--- src/qrc_pkg.sv ---
`default_nettype none
// ----------------------------------------------------------------------------
// Quaternion rotate/compose package
// Fixed-point widths, request and result types, control word encoding and the
// microprogram that the sequencer steps through.
// ----------------------------------------------------------------------------
package qrc_pkg;

  // Quaternion parts are Q2.14, vectors Q12.12.
  localparam int QUAT_WIDTH  = 16;
  localparam int VEC_WIDTH   = 24;
  localparam int QUAT_FRAC   = QUAT_WIDTH - 2;
  // One cross product part after its floor shift.
  localparam int CROSS_WIDTH = QUAT_WIDTH + VEC_WIDTH + 1 - QUAT_FRAC;
  localparam int PROD_WIDTH  = QUAT_WIDTH + CROSS_WIDTH;
  localparam int ACC_WIDTH   = PROD_WIDTH + 2;
  // Rotated vector before saturation: v + t + d.
  localparam int ROT_WIDTH   = ACC_WIDTH - QUAT_FRAC + 2;

  localparam logic signed [QUAT_WIDTH-1:0] QUAT_ONE = QUAT_WIDTH'(1) << QUAT_FRAC;

  // Operation codes.
  localparam logic [1:0] OP_ROTATE  = 2'd0;
  localparam logic [1:0] OP_COMPOSE = 2'd1;
  localparam logic [1:0] OP_LOAD    = 2'd2;

  typedef struct packed {
    logic [1:0]                   op;
    logic signed [VEC_WIDTH-1:0]  vec_x;
    logic signed [VEC_WIDTH-1:0]  vec_y;
    logic signed [VEC_WIDTH-1:0]  vec_z;
    logic signed [QUAT_WIDTH-1:0] quat_x;
    logic signed [QUAT_WIDTH-1:0] quat_y;
    logic signed [QUAT_WIDTH-1:0] quat_z;
    logic signed [QUAT_WIDTH-1:0] quat_w;
  } req_t;

  typedef struct packed {
    logic signed [VEC_WIDTH-1:0]  rot_x;
    logic signed [VEC_WIDTH-1:0]  rot_y;
    logic signed [VEC_WIDTH-1:0]  rot_z;
    logic signed [QUAT_WIDTH-1:0] cur_x;
    logic signed [QUAT_WIDTH-1:0] cur_y;
    logic signed [QUAT_WIDTH-1:0] cur_z;
    logic signed [QUAT_WIDTH-1:0] cur_w;
  } rsp_t;

  // Control word fields.
  typedef enum logic [1:0] {SA_X, SA_Y, SA_Z, SA_W} sel_a_e;

  typedef enum logic [3:0] {
    SB_V0, SB_V1, SB_V2, SB_C0, SB_C1, SB_C2, SB_Q0, SB_Q1, SB_Q2, SB_Q3
  } sel_b_e;

  typedef enum logic [1:0] {ACC_HOLD, ACC_LOAD, ACC_ADD, ACC_SUB} acc_e;

  typedef enum logic [2:0] {
    WB_NONE,      // no write
    WB_CROSS,     // cross part c[i] = acc >>> QUAT_FRAC
    WB_RINIT,     // r[i] = v[i] + (acc >>> QUAT_FRAC-1)
    WB_RADD,      // r[i] += acc >>> QUAT_FRAC-1
    WB_NEW,       // new quaternion part n[i] = sat(acc >>> QUAT_FRAC)
    WB_COMMIT_N,  // held quaternion takes n
    WB_COMMIT_Q   // held quaternion takes the request's quaternion
  } wb_e;

  typedef enum logic [1:0] {SEQ_NEXT, SEQ_DISPATCH, SEQ_END} seq_e;

  typedef struct packed {
    sel_a_e     mul_a;
    sel_b_e     mul_b;
    acc_e       acc;
    wb_e        wb;
    logic [1:0] wb_idx;
    seq_e       seq;
  } ctrl_t;

  // Sequencer handshake with the top level.
  typedef struct packed {
    logic       start;
    logic       out_free;
    logic [1:0] op;
  } seq_cmd_t;

  typedef struct packed {
    logic busy;
    logic done;
  } seq_status_t;

  localparam ctrl_t CTRL_IDLE = '{
    mul_a: SA_X, mul_b: SB_V0, acc: ACC_HOLD, wb: WB_NONE, wb_idx: 2'd0, seq: SEQ_END
  };

  // Microprogram layout.
  localparam int PC_W          = 6;
  localparam int DISPATCH_ADDR = 0;
  localparam int ROT_BASE      = 1;   // 18 words
  localparam int CMP_BASE      = 19;  // 20 words
  localparam int LOAD_BASE     = 39;  // 2 words
  localparam int NOP_BASE      = 41;  // 1 word
  localparam int LAST_ADDR     = 41;

  function automatic ctrl_t mk(input sel_a_e a, input sel_b_e b, input acc_e ac,
                               input wb_e wb, input logic [1:0] idx, input seq_e sq);
    ctrl_t w;
    w.mul_a  = a;
    w.mul_b  = b;
    w.acc    = ac;
    w.wb     = wb;
    w.wb_idx = idx;
    w.seq    = sq;
    return w;
  endfunction

  function automatic logic [PC_W-1:0] entry(input logic [1:0] op);
    logic [PC_W-1:0] a;
    case (op)
      OP_ROTATE:  a = PC_W'(ROT_BASE);
      OP_COMPOSE: a = PC_W'(CMP_BASE);
      OP_LOAD:    a = PC_W'(LOAD_BASE);
      default:    a = PC_W'(NOP_BASE);
    endcase
    return a;
  endfunction

  // Each word multiplies a*b into the product register, folds the previous
  // product into the accumulator and writes back from the accumulator as it
  // stood at the start of the step.
  function automatic ctrl_t ucode(input logic [PC_W-1:0] pc);
    ctrl_t w;
    case (pc)
      PC_W'(DISPATCH_ADDR): w = mk(SA_X, SB_V0, ACC_HOLD, WB_NONE, 2'd0, SEQ_DISPATCH);
      // Rotation: c = u x v, t = 2 w c, d = 2 u x c, r = v + t + d.
      PC_W'(ROT_BASE + 0):  w = mk(SA_Y, SB_V2, ACC_HOLD, WB_NONE,  2'd0, SEQ_NEXT);
      PC_W'(ROT_BASE + 1):  w = mk(SA_Z, SB_V1, ACC_LOAD, WB_NONE,  2'd0, SEQ_NEXT);
      PC_W'(ROT_BASE + 2):  w = mk(SA_Z, SB_V0, ACC_SUB,  WB_NONE,  2'd0, SEQ_NEXT);
      PC_W'(ROT_BASE + 3):  w = mk(SA_X, SB_V2, ACC_LOAD, WB_CROSS, 2'd0, SEQ_NEXT);
      PC_W'(ROT_BASE + 4):  w = mk(SA_X, SB_V1, ACC_SUB,  WB_NONE,  2'd0, SEQ_NEXT);
      PC_W'(ROT_BASE + 5):  w = mk(SA_Y, SB_V0, ACC_LOAD, WB_CROSS, 2'd1, SEQ_NEXT);
      PC_W'(ROT_BASE + 6):  w = mk(SA_W, SB_C0, ACC_SUB,  WB_NONE,  2'd0, SEQ_NEXT);
      PC_W'(ROT_BASE + 7):  w = mk(SA_W, SB_C1, ACC_LOAD, WB_CROSS, 2'd2, SEQ_NEXT);
      PC_W'(ROT_BASE + 8):  w = mk(SA_W, SB_C2, ACC_LOAD, WB_RINIT, 2'd0, SEQ_NEXT);
      PC_W'(ROT_BASE + 9):  w = mk(SA_Y, SB_C2, ACC_LOAD, WB_RINIT, 2'd1, SEQ_NEXT);
      PC_W'(ROT_BASE + 10): w = mk(SA_Z, SB_C1, ACC_LOAD, WB_RINIT, 2'd2, SEQ_NEXT);
      PC_W'(ROT_BASE + 11): w = mk(SA_Z, SB_C0, ACC_SUB,  WB_NONE,  2'd0, SEQ_NEXT);
      PC_W'(ROT_BASE + 12): w = mk(SA_X, SB_C2, ACC_LOAD, WB_RADD,  2'd0, SEQ_NEXT);
      PC_W'(ROT_BASE + 13): w = mk(SA_X, SB_C1, ACC_SUB,  WB_NONE,  2'd0, SEQ_NEXT);
      PC_W'(ROT_BASE + 14): w = mk(SA_Y, SB_C0, ACC_LOAD, WB_RADD,  2'd1, SEQ_NEXT);
      PC_W'(ROT_BASE + 15): w = mk(SA_X, SB_V0, ACC_SUB,  WB_NONE,  2'd0, SEQ_NEXT);
      PC_W'(ROT_BASE + 16): w = mk(SA_X, SB_V0, ACC_HOLD, WB_RADD,  2'd2, SEQ_NEXT);
      PC_W'(ROT_BASE + 17): w = mk(SA_X, SB_V0, ACC_HOLD, WB_NONE,  2'd0, SEQ_END);
      // Hamilton product held * request, four sums of four products.
      PC_W'(CMP_BASE + 0):  w = mk(SA_W, SB_Q0, ACC_HOLD, WB_NONE,  2'd0, SEQ_NEXT);
      PC_W'(CMP_BASE + 1):  w = mk(SA_X, SB_Q3, ACC_LOAD, WB_NONE,  2'd0, SEQ_NEXT);
      PC_W'(CMP_BASE + 2):  w = mk(SA_Y, SB_Q2, ACC_ADD,  WB_NONE,  2'd0, SEQ_NEXT);
      PC_W'(CMP_BASE + 3):  w = mk(SA_Z, SB_Q1, ACC_ADD,  WB_NONE,  2'd0, SEQ_NEXT);
      PC_W'(CMP_BASE + 4):  w = mk(SA_W, SB_Q1, ACC_SUB,  WB_NONE,  2'd0, SEQ_NEXT);
      PC_W'(CMP_BASE + 5):  w = mk(SA_X, SB_Q2, ACC_LOAD, WB_NEW,   2'd0, SEQ_NEXT);
      PC_W'(CMP_BASE + 6):  w = mk(SA_Y, SB_Q3, ACC_SUB,  WB_NONE,  2'd0, SEQ_NEXT);
      PC_W'(CMP_BASE + 7):  w = mk(SA_Z, SB_Q0, ACC_ADD,  WB_NONE,  2'd0, SEQ_NEXT);
      PC_W'(CMP_BASE + 8):  w = mk(SA_W, SB_Q2, ACC_ADD,  WB_NONE,  2'd0, SEQ_NEXT);
      PC_W'(CMP_BASE + 9):  w = mk(SA_X, SB_Q1, ACC_LOAD, WB_NEW,   2'd1, SEQ_NEXT);
      PC_W'(CMP_BASE + 10): w = mk(SA_Y, SB_Q0, ACC_ADD,  WB_NONE,  2'd0, SEQ_NEXT);
      PC_W'(CMP_BASE + 11): w = mk(SA_Z, SB_Q3, ACC_SUB,  WB_NONE,  2'd0, SEQ_NEXT);
      PC_W'(CMP_BASE + 12): w = mk(SA_W, SB_Q3, ACC_ADD,  WB_NONE,  2'd0, SEQ_NEXT);
      PC_W'(CMP_BASE + 13): w = mk(SA_X, SB_Q0, ACC_LOAD, WB_NEW,   2'd2, SEQ_NEXT);
      PC_W'(CMP_BASE + 14): w = mk(SA_Y, SB_Q1, ACC_SUB,  WB_NONE,  2'd0, SEQ_NEXT);
      PC_W'(CMP_BASE + 15): w = mk(SA_Z, SB_Q2, ACC_SUB,  WB_NONE,  2'd0, SEQ_NEXT);
      PC_W'(CMP_BASE + 16): w = mk(SA_X, SB_V0, ACC_SUB,  WB_NONE,  2'd0, SEQ_NEXT);
      PC_W'(CMP_BASE + 17): w = mk(SA_X, SB_V0, ACC_HOLD, WB_NEW,   2'd3, SEQ_NEXT);
      PC_W'(CMP_BASE + 18): w = mk(SA_X, SB_V0, ACC_HOLD, WB_COMMIT_N, 2'd0, SEQ_NEXT);
      PC_W'(CMP_BASE + 19): w = mk(SA_X, SB_V0, ACC_HOLD, WB_NONE,  2'd0, SEQ_END);
      // Load, then the no-op.
      PC_W'(LOAD_BASE + 0): w = mk(SA_X, SB_V0, ACC_HOLD, WB_COMMIT_Q, 2'd0, SEQ_NEXT);
      PC_W'(LOAD_BASE + 1): w = mk(SA_X, SB_V0, ACC_HOLD, WB_NONE,  2'd0, SEQ_END);
      PC_W'(NOP_BASE):      w = mk(SA_X, SB_V0, ACC_HOLD, WB_NONE,  2'd0, SEQ_END);
      default:              w = CTRL_IDLE;
    endcase
    return w;
  endfunction

  function automatic logic signed [VEC_WIDTH-1:0] sat_vec(
      input logic signed [ROT_WIDTH-1:0] x);
    logic signed [ROT_WIDTH-1:0] hi;
    logic signed [ROT_WIDTH-1:0] lo;
    hi = {{(ROT_WIDTH-VEC_WIDTH+1){1'b0}}, {(VEC_WIDTH-1){1'b1}}};
    lo = ~hi;
    if (x > hi) begin
      return {1'b0, {(VEC_WIDTH-1){1'b1}}};
    end else if (x < lo) begin
      return {1'b1, {(VEC_WIDTH-1){1'b0}}};
    end
    return x[VEC_WIDTH-1:0];
  endfunction

  function automatic logic signed [QUAT_WIDTH-1:0] sat_quat(
      input logic signed [ACC_WIDTH-1:0] x);
    logic signed [ACC_WIDTH-1:0] hi;
    logic signed [ACC_WIDTH-1:0] lo;
    hi = {{(ACC_WIDTH-QUAT_WIDTH+1){1'b0}}, {(QUAT_WIDTH-1){1'b1}}};
    lo = ~hi;
    if (x > hi) begin
      return {1'b0, {(QUAT_WIDTH-1){1'b1}}};
    end else if (x < lo) begin
      return {1'b1, {(QUAT_WIDTH-1){1'b0}}};
    end
    return x[QUAT_WIDTH-1:0];
  endfunction

endpackage
`default_nettype wire

--- src/qrc_useq.sv ---
`default_nettype none
// ----------------------------------------------------------------------------
// Quaternion rotate/compose microsequencer
// Step counter over the microprogram table, with dispatch on the operation
// and a final step that waits for a free result register.
// ----------------------------------------------------------------------------
module qrc_useq (
  input  logic                clk_i,
  input  logic                rst_ni,
  input  qrc_pkg::seq_cmd_t   cmd_i,
  output qrc_pkg::ctrl_t      ctrl_o,
  output qrc_pkg::seq_status_t st_o
);

  logic                      busy_q, busy_d;
  logic [qrc_pkg::PC_W-1:0]  pc_q, pc_d;
  qrc_pkg::ctrl_t            word;

  always_comb begin
    word    = qrc_pkg::ucode(pc_q);
    ctrl_o  = busy_q ? word : qrc_pkg::CTRL_IDLE;
    st_o.busy = busy_q;
    st_o.done = busy_q && (word.seq == qrc_pkg::SEQ_END) && cmd_i.out_free;
  end

  always_comb begin
    busy_d = busy_q;
    pc_d   = pc_q;
    if (cmd_i.start) begin
      busy_d = 1'b1;
      pc_d   = qrc_pkg::PC_W'(qrc_pkg::DISPATCH_ADDR);
    end else if (busy_q) begin
      case (word.seq)
        qrc_pkg::SEQ_NEXT:     pc_d = pc_q + qrc_pkg::PC_W'(1);
        qrc_pkg::SEQ_DISPATCH: pc_d = qrc_pkg::entry(cmd_i.op);
        qrc_pkg::SEQ_END: begin
          if (cmd_i.out_free) begin
            busy_d = 1'b0;
          end
        end
        default: busy_d = 1'b0;
      endcase
    end
  end

  always_ff @(posedge clk_i or negedge rst_ni) begin
    if (!rst_ni) begin
      busy_q <= 1'b0;
      pc_q   <= qrc_pkg::PC_W'(qrc_pkg::DISPATCH_ADDR);
    end else begin
      busy_q <= busy_d;
      pc_q   <= pc_d;
    end
  end

  a_start_idle: assert property (@(posedge clk_i) disable iff (!rst_ni)
    cmd_i.start |-> !busy_q)
    else $error("sequencer started while busy");

  a_done_frees: assert property (@(posedge clk_i) disable iff (!rst_ni)
    st_o.done |=> !busy_q)
    else $error("sequencer still busy after finishing");

  a_pc_range: assert property (@(posedge clk_i) disable iff (!rst_ni)
    busy_q |-> (pc_q <= qrc_pkg::PC_W'(qrc_pkg::LAST_ADDR)))
    else $error("step counter left the microprogram");

  a_rise_dispatch: assert property (@(posedge clk_i) disable iff (!rst_ni)
    $rose(busy_q) |-> (pc_q == qrc_pkg::PC_W'(qrc_pkg::DISPATCH_ADDR)))
    else $error("program did not begin at dispatch");

endmodule
`default_nettype wire

--- src/qrc_datapath.sv ---
`default_nettype none
// ----------------------------------------------------------------------------
// Quaternion rotate/compose datapath
// One signed multiplier with a product register, an accumulator, and the
// cross product, rotated vector, new quaternion and held quaternion registers.
// ----------------------------------------------------------------------------
module qrc_datapath (
  input  logic           clk_i,
  input  logic           rst_ni,
  input  qrc_pkg::ctrl_t ctrl_i,
  input  qrc_pkg::req_t  req_i,
  output qrc_pkg::rsp_t  rsp_o
);

  localparam int QW = qrc_pkg::QUAT_WIDTH;
  localparam int CW = qrc_pkg::CROSS_WIDTH;
  localparam int PW = qrc_pkg::PROD_WIDTH;
  localparam int AW = qrc_pkg::ACC_WIDTH;
  localparam int RW = qrc_pkg::ROT_WIDTH;
  localparam int QF = qrc_pkg::QUAT_FRAC;

  logic signed [QW-1:0] u_q [4];
  logic signed [QW-1:0] n_q [4];
  logic signed [CW-1:0] c_q [3];
  logic signed [RW-1:0] r_q [3];
  logic signed [PW-1:0] prod_q, prod_d;
  logic signed [AW-1:0] acc_q, acc_d;

  logic signed [QW-1:0] mul_a;
  logic signed [CW-1:0] mul_b;
  logic signed [AW-1:0] prod_ext;
  logic signed [AW-1:0] acc_sh_q;   // floor shift by the fraction width
  logic signed [AW-1:0] acc_sh_t;   // floor shift that also doubles
  logic signed [RW-1:0] v_sel;

  always_comb begin
    case (ctrl_i.mul_a)
      qrc_pkg::SA_X: mul_a = u_q[0];
      qrc_pkg::SA_Y: mul_a = u_q[1];
      qrc_pkg::SA_Z: mul_a = u_q[2];
      qrc_pkg::SA_W: mul_a = u_q[3];
      default:       mul_a = u_q[3];
    endcase
    case (ctrl_i.mul_b)
      qrc_pkg::SB_V0: mul_b = CW'($signed(req_i.vec_x));
      qrc_pkg::SB_V1: mul_b = CW'($signed(req_i.vec_y));
      qrc_pkg::SB_V2: mul_b = CW'($signed(req_i.vec_z));
      qrc_pkg::SB_C0: mul_b = c_q[0];
      qrc_pkg::SB_C1: mul_b = c_q[1];
      qrc_pkg::SB_C2: mul_b = c_q[2];
      qrc_pkg::SB_Q0: mul_b = CW'($signed(req_i.quat_x));
      qrc_pkg::SB_Q1: mul_b = CW'($signed(req_i.quat_y));
      qrc_pkg::SB_Q2: mul_b = CW'($signed(req_i.quat_z));
      qrc_pkg::SB_Q3: mul_b = CW'($signed(req_i.quat_w));
      default:        mul_b = '0;
    endcase
    case (ctrl_i.wb_idx)
      2'd0:    v_sel = RW'($signed(req_i.vec_x));
      2'd1:    v_sel = RW'($signed(req_i.vec_y));
      default: v_sel = RW'($signed(req_i.vec_z));
    endcase
  end

  assign prod_d   = mul_a * mul_b;
  assign prod_ext = AW'(prod_q);
  assign acc_sh_q = acc_q >>> QF;
  assign acc_sh_t = acc_q >>> (QF - 1);

  always_comb begin
    case (ctrl_i.acc)
      qrc_pkg::ACC_LOAD: acc_d = prod_ext;
      qrc_pkg::ACC_ADD:  acc_d = acc_q + prod_ext;
      qrc_pkg::ACC_SUB:  acc_d = acc_q - prod_ext;
      default:           acc_d = acc_q;
    endcase
  end

  // Working registers; their contents are defined by the program before use.
  always_ff @(posedge clk_i) begin
    prod_q <= prod_d;
    acc_q  <= acc_d;
    case (ctrl_i.wb)
      qrc_pkg::WB_CROSS: begin
        if (ctrl_i.wb_idx != 2'd3) begin
          c_q[ctrl_i.wb_idx] <= $signed(acc_sh_q[CW-1:0]);
        end
      end
      qrc_pkg::WB_RINIT: begin
        if (ctrl_i.wb_idx != 2'd3) begin
          r_q[ctrl_i.wb_idx] <= v_sel + $signed(acc_sh_t[RW-1:0]);
        end
      end
      qrc_pkg::WB_RADD: begin
        if (ctrl_i.wb_idx != 2'd3) begin
          r_q[ctrl_i.wb_idx] <= r_q[ctrl_i.wb_idx] + $signed(acc_sh_t[RW-1:0]);
        end
      end
      qrc_pkg::WB_NEW: n_q[ctrl_i.wb_idx] <= qrc_pkg::sat_quat(acc_sh_q);
      default: ;
    endcase
  end

  // Held orientation, identity after reset.
  always_ff @(posedge clk_i or negedge rst_ni) begin
    if (!rst_ni) begin
      u_q[0] <= '0;
      u_q[1] <= '0;
      u_q[2] <= '0;
      u_q[3] <= qrc_pkg::QUAT_ONE;
    end else if (ctrl_i.wb == qrc_pkg::WB_COMMIT_N) begin
      u_q <= n_q;
    end else if (ctrl_i.wb == qrc_pkg::WB_COMMIT_Q) begin
      u_q[0] <= req_i.quat_x;
      u_q[1] <= req_i.quat_y;
      u_q[2] <= req_i.quat_z;
      u_q[3] <= req_i.quat_w;
    end
  end

  always_comb begin
    rsp_o.rot_x = qrc_pkg::sat_vec(r_q[0]);
    rsp_o.rot_y = qrc_pkg::sat_vec(r_q[1]);
    rsp_o.rot_z = qrc_pkg::sat_vec(r_q[2]);
    rsp_o.cur_x = u_q[0];
    rsp_o.cur_y = u_q[1];
    rsp_o.cur_z = u_q[2];
    rsp_o.cur_w = u_q[3];
  end

endmodule
`default_nettype wire

--- src/quaternion_rotate_compose_unit.sv ---
`default_nettype none
// ----------------------------------------------------------------------------
// Quaternion rotate/compose unit
// Holds one orientation quaternion and rotates vectors by it, composes it
// with incoming quaternions or loads it, one request at a time.
// ----------------------------------------------------------------------------
// The unit holds an orientation quaternion in Q2.14, identity after reset.
// Each request carries an op: rotate (0) turns the Q12.12 vector by the held
// quaternion as v + 2w(u x v) + 2u x (u x v); compose (1) replaces the held
// quaternion by the Hamilton product held * request; load (2) takes the
// request's quaternion; the unused code changes nothing. Every request gives
// exactly one result holding the quaternion as it stands afterwards, and the
// rotated vector for a rotate (zero otherwise). Products are floor shifted and
// results saturate. All arithmetic runs on a single signed multiplier with one
// product per cycle, stepped by a microprogram, so that multiplier sets the
// rate, and a new request is taken only after the result of the previous one
// is written. A finished result sits in an output register, so the next
// request is accepted while the previous result still waits; the unit only
// stalls when a finished result finds the output register still full.
module quaternion_rotate_compose_unit (
  input  logic           clk_i,
  input  logic           rst_ni,
  input  logic           in_valid_i,
  output logic           in_ready_o,
  input  qrc_pkg::req_t  in_req_i,
  output logic           out_valid_o,
  input  logic           out_ready_i,
  output qrc_pkg::rsp_t  out_rsp_o
);

  qrc_pkg::req_t        req_q;
  qrc_pkg::rsp_t        rsp_q, rsp_d;
  qrc_pkg::rsp_t        dp_rsp;
  logic                 out_valid_q;
  logic                 in_accept;
  qrc_pkg::seq_cmd_t    seq_cmd;
  qrc_pkg::seq_status_t seq_st;
  qrc_pkg::ctrl_t       ctrl;

  // A request is taken whenever no program is running.
  assign in_ready_o = !seq_st.busy;
  assign in_accept  = in_valid_i && in_ready_o;

  always_comb begin
    seq_cmd.start    = in_accept;
    seq_cmd.out_free = !out_valid_q || out_ready_i;
    seq_cmd.op       = req_q.op;
  end

  // The request register feeds the datapath for the whole program.
  always_ff @(posedge clk_i) begin
    if (in_accept) begin
      req_q <= in_req_i;
    end
  end

  qrc_useq u_useq (
    .clk_i  (clk_i),
    .rst_ni (rst_ni),
    .cmd_i  (seq_cmd),
    .ctrl_o (ctrl),
    .st_o   (seq_st)
  );

  qrc_datapath u_datapath (
    .clk_i  (clk_i),
    .rst_ni (rst_ni),
    .ctrl_i (ctrl),
    .req_i  (req_q),
    .rsp_o  (dp_rsp)
  );

  // Only a rotate reports a vector; every other op reports zero there.
  always_comb begin
    rsp_d = dp_rsp;
    if (req_q.op != qrc_pkg::OP_ROTATE) begin
      rsp_d.rot_x = '0;
      rsp_d.rot_y = '0;
      rsp_d.rot_z = '0;
    end
  end

  always_ff @(posedge clk_i or negedge rst_ni) begin
    if (!rst_ni) begin
      out_valid_q <= 1'b0;
    end else if (seq_st.done) begin
      out_valid_q <= 1'b1;
    end else if (out_ready_i) begin
      out_valid_q <= 1'b0;
    end
  end

  always_ff @(posedge clk_i) begin
    if (seq_st.done) begin
      rsp_q <= rsp_d;
    end
  end

  assign out_valid_o = out_valid_q;
  assign out_rsp_o   = rsp_q;

  a_no_overwrite: assert property (@(posedge clk_i) disable iff (!rst_ni)
    seq_st.done |-> (!out_valid_q || out_ready_i))
    else $error("finished result would overwrite a waiting one");

  a_rot_zero: assert property (@(posedge clk_i) disable iff (!rst_ni)
    (seq_st.done && (req_q.op != qrc_pkg::OP_ROTATE)) |=>
      (out_rsp_o.rot_x == '0) && (out_rsp_o.rot_y == '0) && (out_rsp_o.rot_z == '0))
    else $error("non-rotate result carries a vector");

endmodule
`default_nettype wire

--- config.mk ---
export PLATFORM = sky130hd
export DESIGN_NAME = quaternion_rotate_compose_unit
export DESIGN_NICKNAME = d
export VERILOG_FILES = /design/src/qrc_pkg.sv /design/src/qrc_useq.sv /design/src/qrc_datapath.sv /design/src/quaternion_rotate_compose_unit.sv
export SDC_FILE = /design/constraint.sdc
export NUM_CORES = 2
export LEC_CHECK = 0
export BUFFER_PORTS_ARGS = -buffer_cell sky130_fd_sc_hd__clkbuf_2
export CAP_MARGIN = 0
export CORE_MARGIN = 1.5
export CORE_UTILIZATION = 55
export CTS_BUF_LIST = sky130_fd_sc_hd__clkbuf_2 sky130_fd_sc_hd__clkbuf_4 sky130_fd_sc_hd__clkbuf_8
export DETAILED_ROUTE_END_ITERATION = 16
export PLACE_DENSITY = 0.73
export SLEW_MARGIN = 0
export SYNTH_ARGS = -nofsm -noshare
export SYNTH_HDL_FRONTEND = slang
export SYNTH_HIERARCHICAL = 1
export SYNTH_SLANG_ARGS = --single-unit
export TNS_END_PERCENT = 10
--- constraint.sdc ---
create_clock -name clk_i -period 19.8 [get_ports clk_i]
set_input_delay 0.99 -clock clk_i [delete_from_list [all_inputs] [get_ports clk_i]]
set_output_delay 0.99 -clock clk_i [all_outputs]
set_load 0.05 [all_outputs]
# Word level (Yosys, flattened, before mapping)
# Memories as Yosys holds them, arrays and structs flattened.
# Cells that the tools add are included.
totals:
  inputBits: 142
  out_inout_bits: 138
  ramBits: 180
  register_bits: 498
  elab_cells: 146
  mem_bits_ro: 960
  mem_count: 3
classes:
  n_eq_ne: 27
  n_bitwise: 2
  muxes: 50
  n_lt_le_gt_ge: 10
  n_addsub: 5
  n_reduce_logical: 20
  n_mul: 1
memory_table:
  columns: ["memory", "words", "word_bits", "read_ports", "rd_ports_with_merged_regs", "wr", "line", "rtl"]
  rows:
  - ["(name not given)", 64, 15, 1, 0, 0, "qrc_pkg.sv:131", "case (pc)"]
  - ["u_datapath.r_q", 3, 33, 4, 0, 1, "qrc_datapath.sv:25", "logic signed [RW-1:0] r_q [3];"]
  - ["u_datapath.c_q", 3, 27, 3, 0, 1, "qrc_datapath.sv:24", "logic signed [CW-1:0] c_q [3];"]
ops:
  columns: ["cell", "count"]
  rows:
  - ["one-hot mux 27 bit (10 select lines)", 1]
  - ["two-way mux 24 bit", 9]
  - ["one-hot mux 45 bit (3 select lines)", 1]
  - ["two-way mux 64 bit", 2]
  - ["> comparator 33 x 24 -> 1 bit, second input constant", 3]
  - ["< comparator 33 x 24 -> 1 bit, second input constant", 3]
  - ["two-way mux 16 bit", 5]
  - ["adder 33 x 32 -> 33 bit", 2]
  - ["one-hot mux 33 bit (2 select lines)", 1]
  - ["bitwise mux 64 bit", 1]
  - ["one-hot mux 16 bit (4 select lines)", 1]
  - ["adder 45 x 43 -> 45 bit", 1]
  - ["subtractor 45 x 43 -> 45 bit", 1]
  - ["multiplier 16 x 27 -> 43 bit", 1]
  - ["two-way mux 33 bit", 1]
  - ["demux 16 bit (select 2 bit)", 1]
  - ["> comparator 31 x 16 -> 1 bit, second input constant", 1]
  - ["< comparator 31 x 16 -> 1 bit, second input constant", 1]
  - ["two-way mux 1 bit", 21]
  - ["one-hot mux 6 bit (3 select lines)", 1]
  - ["== test 4 x 3 -> 1 bit, second input constant", 4]
  - ["two-way mux 15 bit", 1]
  - ["== test 2 bit, second input constant", 6]
  - ["two-way mux 6 bit", 2]
  - ["24 further kinds", 44]

# Longest topological paths before layout
# An unclocked memory read counts as a cell.
depth:
  word_depth: 8
  ltp_mapped: 40
  ltp_nobuf: 35

# By module
# The synthesis kept the hierarchy.
by_module_without_submodules:
  columns: ["module", "n_inst", "cells_per_inst", "area_per_inst_um2"]
  rows:
  - ["qrc_datapath", 1, 3772, 36984.2]
  - ["quaternion_rotate_compose_unit", 1, 359, 8841.0]
  - ["qrc_useq", 1, 171, 1337.5]

# Worst setup path before layout
# OpenSTA, ideal clock, no wires.
synth_timing:
  path_kind: "register -> register"
  startpoint: "reg u_useq/pc_q[0] (netlist name)"
  endpoint: "reg rsp_q, in the netlist out_rsp_o[0] (enable)"
  setup_time_ns: 0.827
  n_path_buf: 2
  slack_ns: 7.695
  path_stages_with_launch: 8
  required_time_ns: 18.973
  arrival_ns: 11.278
  path_cell_list: "dfrtp_1 -> clkbuf_1 -> inv_1 -> ha_1 -> buf_2 -> and4bb_1 -> a311oi_1 -> nor3b_1"
synth_lines:
  columns: ["item", "line", "rtl"]
  rows:
  - ["start, declared", "qrc_useq.sv:16", "logic [qrc_pkg::PC_W-1:0] pc_q, pc_d;"]
  - ["start signal, assigned", "qrc_useq.sv:49", "pc_q <= qrc_pkg::PC_W'(qrc_pkg::DISPATCH_ADDR);"]
  - ["start signal, assigned", "qrc_useq.sv:52", "pc_q <= pc_d;"]
  - ["end signal, assigned", "quaternion_rotate_compose_unit.sv:95", "rsp_q <= rsp_d;"]
  - ["end, declared", "quaternion_rotate_compose_unit.sv:32", "qrc_pkg::rsp_t rsp_q, rsp_d;"]

==> run_summary.xml <==
<?xml version="1.0" encoding="UTF-8"?>
<metrics>
  <group name="synth">
    <metric name="synth_warnings" unit="">6</metric>
    <metric name="net_count_after_synthesis" unit="">5054</metric>
    <metric name="postSynthCellCount" unit="">4301</metric>
    <metric name="synth_area_per_cell" unit="µm²">11.0</metric>
    <metric name="post_synth_instance_area" unit="µm²">47200</metric>
  </group>
  <group name="detailed_routing">
    <metric name="finalWirelength" unit="µm">141000</metric>
    <metric name="antenna_violating_nets_post_route" unit="">0</metric>
    <metric name="max_used_layer" unit="">met5</metric>
    <metric name="detailroute.wirelength.met2" unit="µm">64000</metric>
    <metric name="firstDrtPassIters" unit="">8</metric>
    <metric name="viasPerCell" unit="">5.99</metric>
    <metric name="detail_route.iter0.violations" unit="">3985</metric>
    <metric name="vias" unit="">34700</metric>
    <metric name="route.layer.met1.wl" unit="µm">53600</metric>
    <metric name="drc" unit="">0</metric>
    <metric name="wl_met3" unit="µm">16300</metric>
    <metric name="wire_per_inst" unit="µm">24.2</metric>
  </group>
  <group name="sta">
    <metric name="whs" unit="ns">0.359</metric>
    <metric name="final-hold-violation-count" unit="">0</metric>
    <metric name="layout_min_cycle_time" unit="ns">10.92</metric>
    <metric name="tns" unit="ns">0</metric>
    <metric name="period_share" unit="%">55.2</metric>
    <metric name="postLayoutSetupSlackWorst" unit="ns">8.88</metric>
    <metric name="timing.slew.headroom" unit="%">20.7</metric>
    <metric name="unrepaired_setup_endpoints_after_global_routing" unit="">no</metric>
    <metric name="max_slew.worst_pin.slew" unit="ns">1.19</metric>
    <metric name="setup-violations-final" unit="">0</metric>
    <metric name="final_skew" unit="ns">0.0591</metric>
    <metric name="max_clock_freq" unit="MHz">91.6</metric>
    <metric name="final_max_slew_viol_count" unit="">0</metric>
  </group>
  <group name="setup_path">
    <metric name="setup.worst_path.class" unit="">reg -&gt; reg</metric>
    <metric name="critPathCaptureType" unit="">flop</metric>
    <metric name="path_buf_inv" unit="">8</metric>
    <metric name="flop2flop_setup_slack" unit="ns">8.88</metric>
    <metric name="worst_path_max_delay_cell" unit="">dfrtp_1</metric>
    <metric name="worstSetupStartpoint" unit="">u_useq/pc_q[1]</metric>
    <metric name="crit_arrival" unit="ns">11.62</metric>
    <metric name="crit_required" unit="ns">20.50</metric>
    <metric name="reg2reg_start" unit="">u_useq/pc_q[1]</metric>
    <metric name="critical_path_peak_fanout" unit="">17</metric>
    <metric name="cp-start-kind" unit="">flop</metric>
    <metric name="slowest_delay" unit="ns">0.63</metric>
    <metric name="timing.critical_path.max_delay_family" unit="">adder cells</metric>
  </group>
  <group name="clock_tree">
    <metric name="postCtsSetupBuffers" unit="">0</metric>
    <metric name="cts.reportedPaths.clkPinSlew" unit="ns">0.06</metric>
    <metric name="max-clock-path-buffers" unit="">3</metric>
    <metric name="cts_sinks" unit="">678</metric>
    <metric name="cts.htree.levels" unit="">3</metric>
    <metric name="clock_tree.root_cell" unit="">clkbuf_8</metric>
    <metric name="cts_hold_repair.buffers" unit="">0</metric>
    <metric name="tritoncts" unit="">yes</metric>
    <metric name="clk_latency" unit="ns">0.81</metric>
    <metric name="cts_repair_resize_count" unit="">0</metric>
    <metric name="cts_buffers" unit="">112</metric>
  </group>
  <group name="flow_run">
    <metric name="max_cap_violations" unit="">0</metric>
  </group>
  <group name="placed_design">
    <metric name="placement.setup.worst_slack" unit="ns">9.05</metric>
    <metric name="gpl.final_weighted_congestion" unit="">0.985</metric>
    <metric name="placement.io_buffers" unit="">279</metric>
    <metric name="dp_hpwl" unit="µm">107000</metric>
  </group>
  <group name="finish">
    <metric name="area_growth_syn_to_layout" unit="%">10.9</metric>
    <metric name="num-nets-final" unit="">5320</metric>
    <metric name="leading_cell_type_in_the_layout_fill_and_taps_excluded" unit="">edfxtp_1</metric>
    <metric name="mostFrequentLayoutCells" unit="">edfxtp_1 (563), inv_1 (534), fa_1 (419)</metric>
    <metric name="final.fill_count" unit="">6793</metric>
    <metric name="drive_above_1_share" unit="%">16.3</metric>
  </group>
  <group name="global_routing">
    <metric name="grt_start_max_net_pins" unit="">129</metric>
    <metric name="grt_first_pass_wirelength" unit="µm">212000</metric>
    <metric name="grt_antenna_before_repair" unit="">7</metric>
    <metric name="grtUsageTotal" unit="%">32.5</metric>
    <metric name="first_global_vias" unit="">34500</metric>
    <metric name="overflow" unit="">0</metric>
  </group>
  <group name="hold_path">
    <metric name="holdCritStartpoint" unit="">in_req_i[92]</metric>
    <metric name="worstHoldPathType" unit="">in -&gt; reg</metric>
  </group>
  <group name="status">
    <metric name="status" unit="">complete, no violations</metric>
  </group>
  <group name="floorplanning">
    <metric name="floorplan.initialDensity" unit="%">55.5</metric>
    <metric name="die-height" unit="µm">296</metric>
    <metric name="core-area" unit="µm²">85000</metric>
    <metric name="placement_rows" unit="">107</metric>
    <metric name="floorplan.die_area" unit="µm²">87500</metric>
    <metric name="io_pins" unit="">280</metric>
    <metric name="fp.dieW" unit="µm">296</metric>
  </group>
</metrics>
[flip-flops by register name, summed over array words and instances (netlist names)]
signal	cells
u_useq/pc_q	6
req_q	138
u_datapath/acc_q	45
u_datapath/rsp_o	64
out_valid_o	1
u_useq/busy_q	1
u_datapath/r_q	99
u_datapath/n_q	64
u_datapath/c_q	81
u_datapath/prod_q	43
out_rsp_o	136
[metrics by stage]
step	utilization [%]	area [µm²]	std cells
2_1_floorplan	-	47200	4301
3_3_place_gp	58.8	50000	5597
3_5_place_dp	58.8	50000	5597
4_1_cts	61.5	52300	5800
5_1_grt	61.5	52300	5800
6_report	61.5	52300	5802
[worst paths after layout]
kind | end | depth (start not counted)
max | u_datapath/prod_q[41] | 36
min | req_q[92] | 1
max reg2reg | u_datapath/prod_q[41] | 36
min reg2reg | out_rsp_o[9] | 0
max in group asynchronous | u_datapath/rsp_o[31] | 1
min in group asynchronous | u_datapath/rsp_o[43] | 1
[per-layer routing]
| metal | global-route usage [%] | vias to the layer above |
|---|---|---|
| met4 | 14.0 | 6 |
| li1 | - | 15200 |
| met5 | 0 | - |
| met1 | 43.0 | 17100 |
| met2 | 50.6 | 2013 |
| met3 | 8.93 | 386 |
[layout make-up]
cell class / instances / area, µm² / area share [%]
repair buffers: 351 / 1940 / 3.71
clock inverters: 48 / 428 / 0.818
inverters: 537 / 2020 / 3.86
flip-flops and latches: 678 / 19600 / 37.4
diodes: 2 / 5.00 / 0.00957
clock buffers: 155 / 1910 / 3.65
multi-input cells: 2887 / 25000 / 47.8
well taps: 1144 / 1430 / 2.74
Power is not shown: default switching activity piles up to over one toggle a cycle in this logic, so the estimate is an artifact.
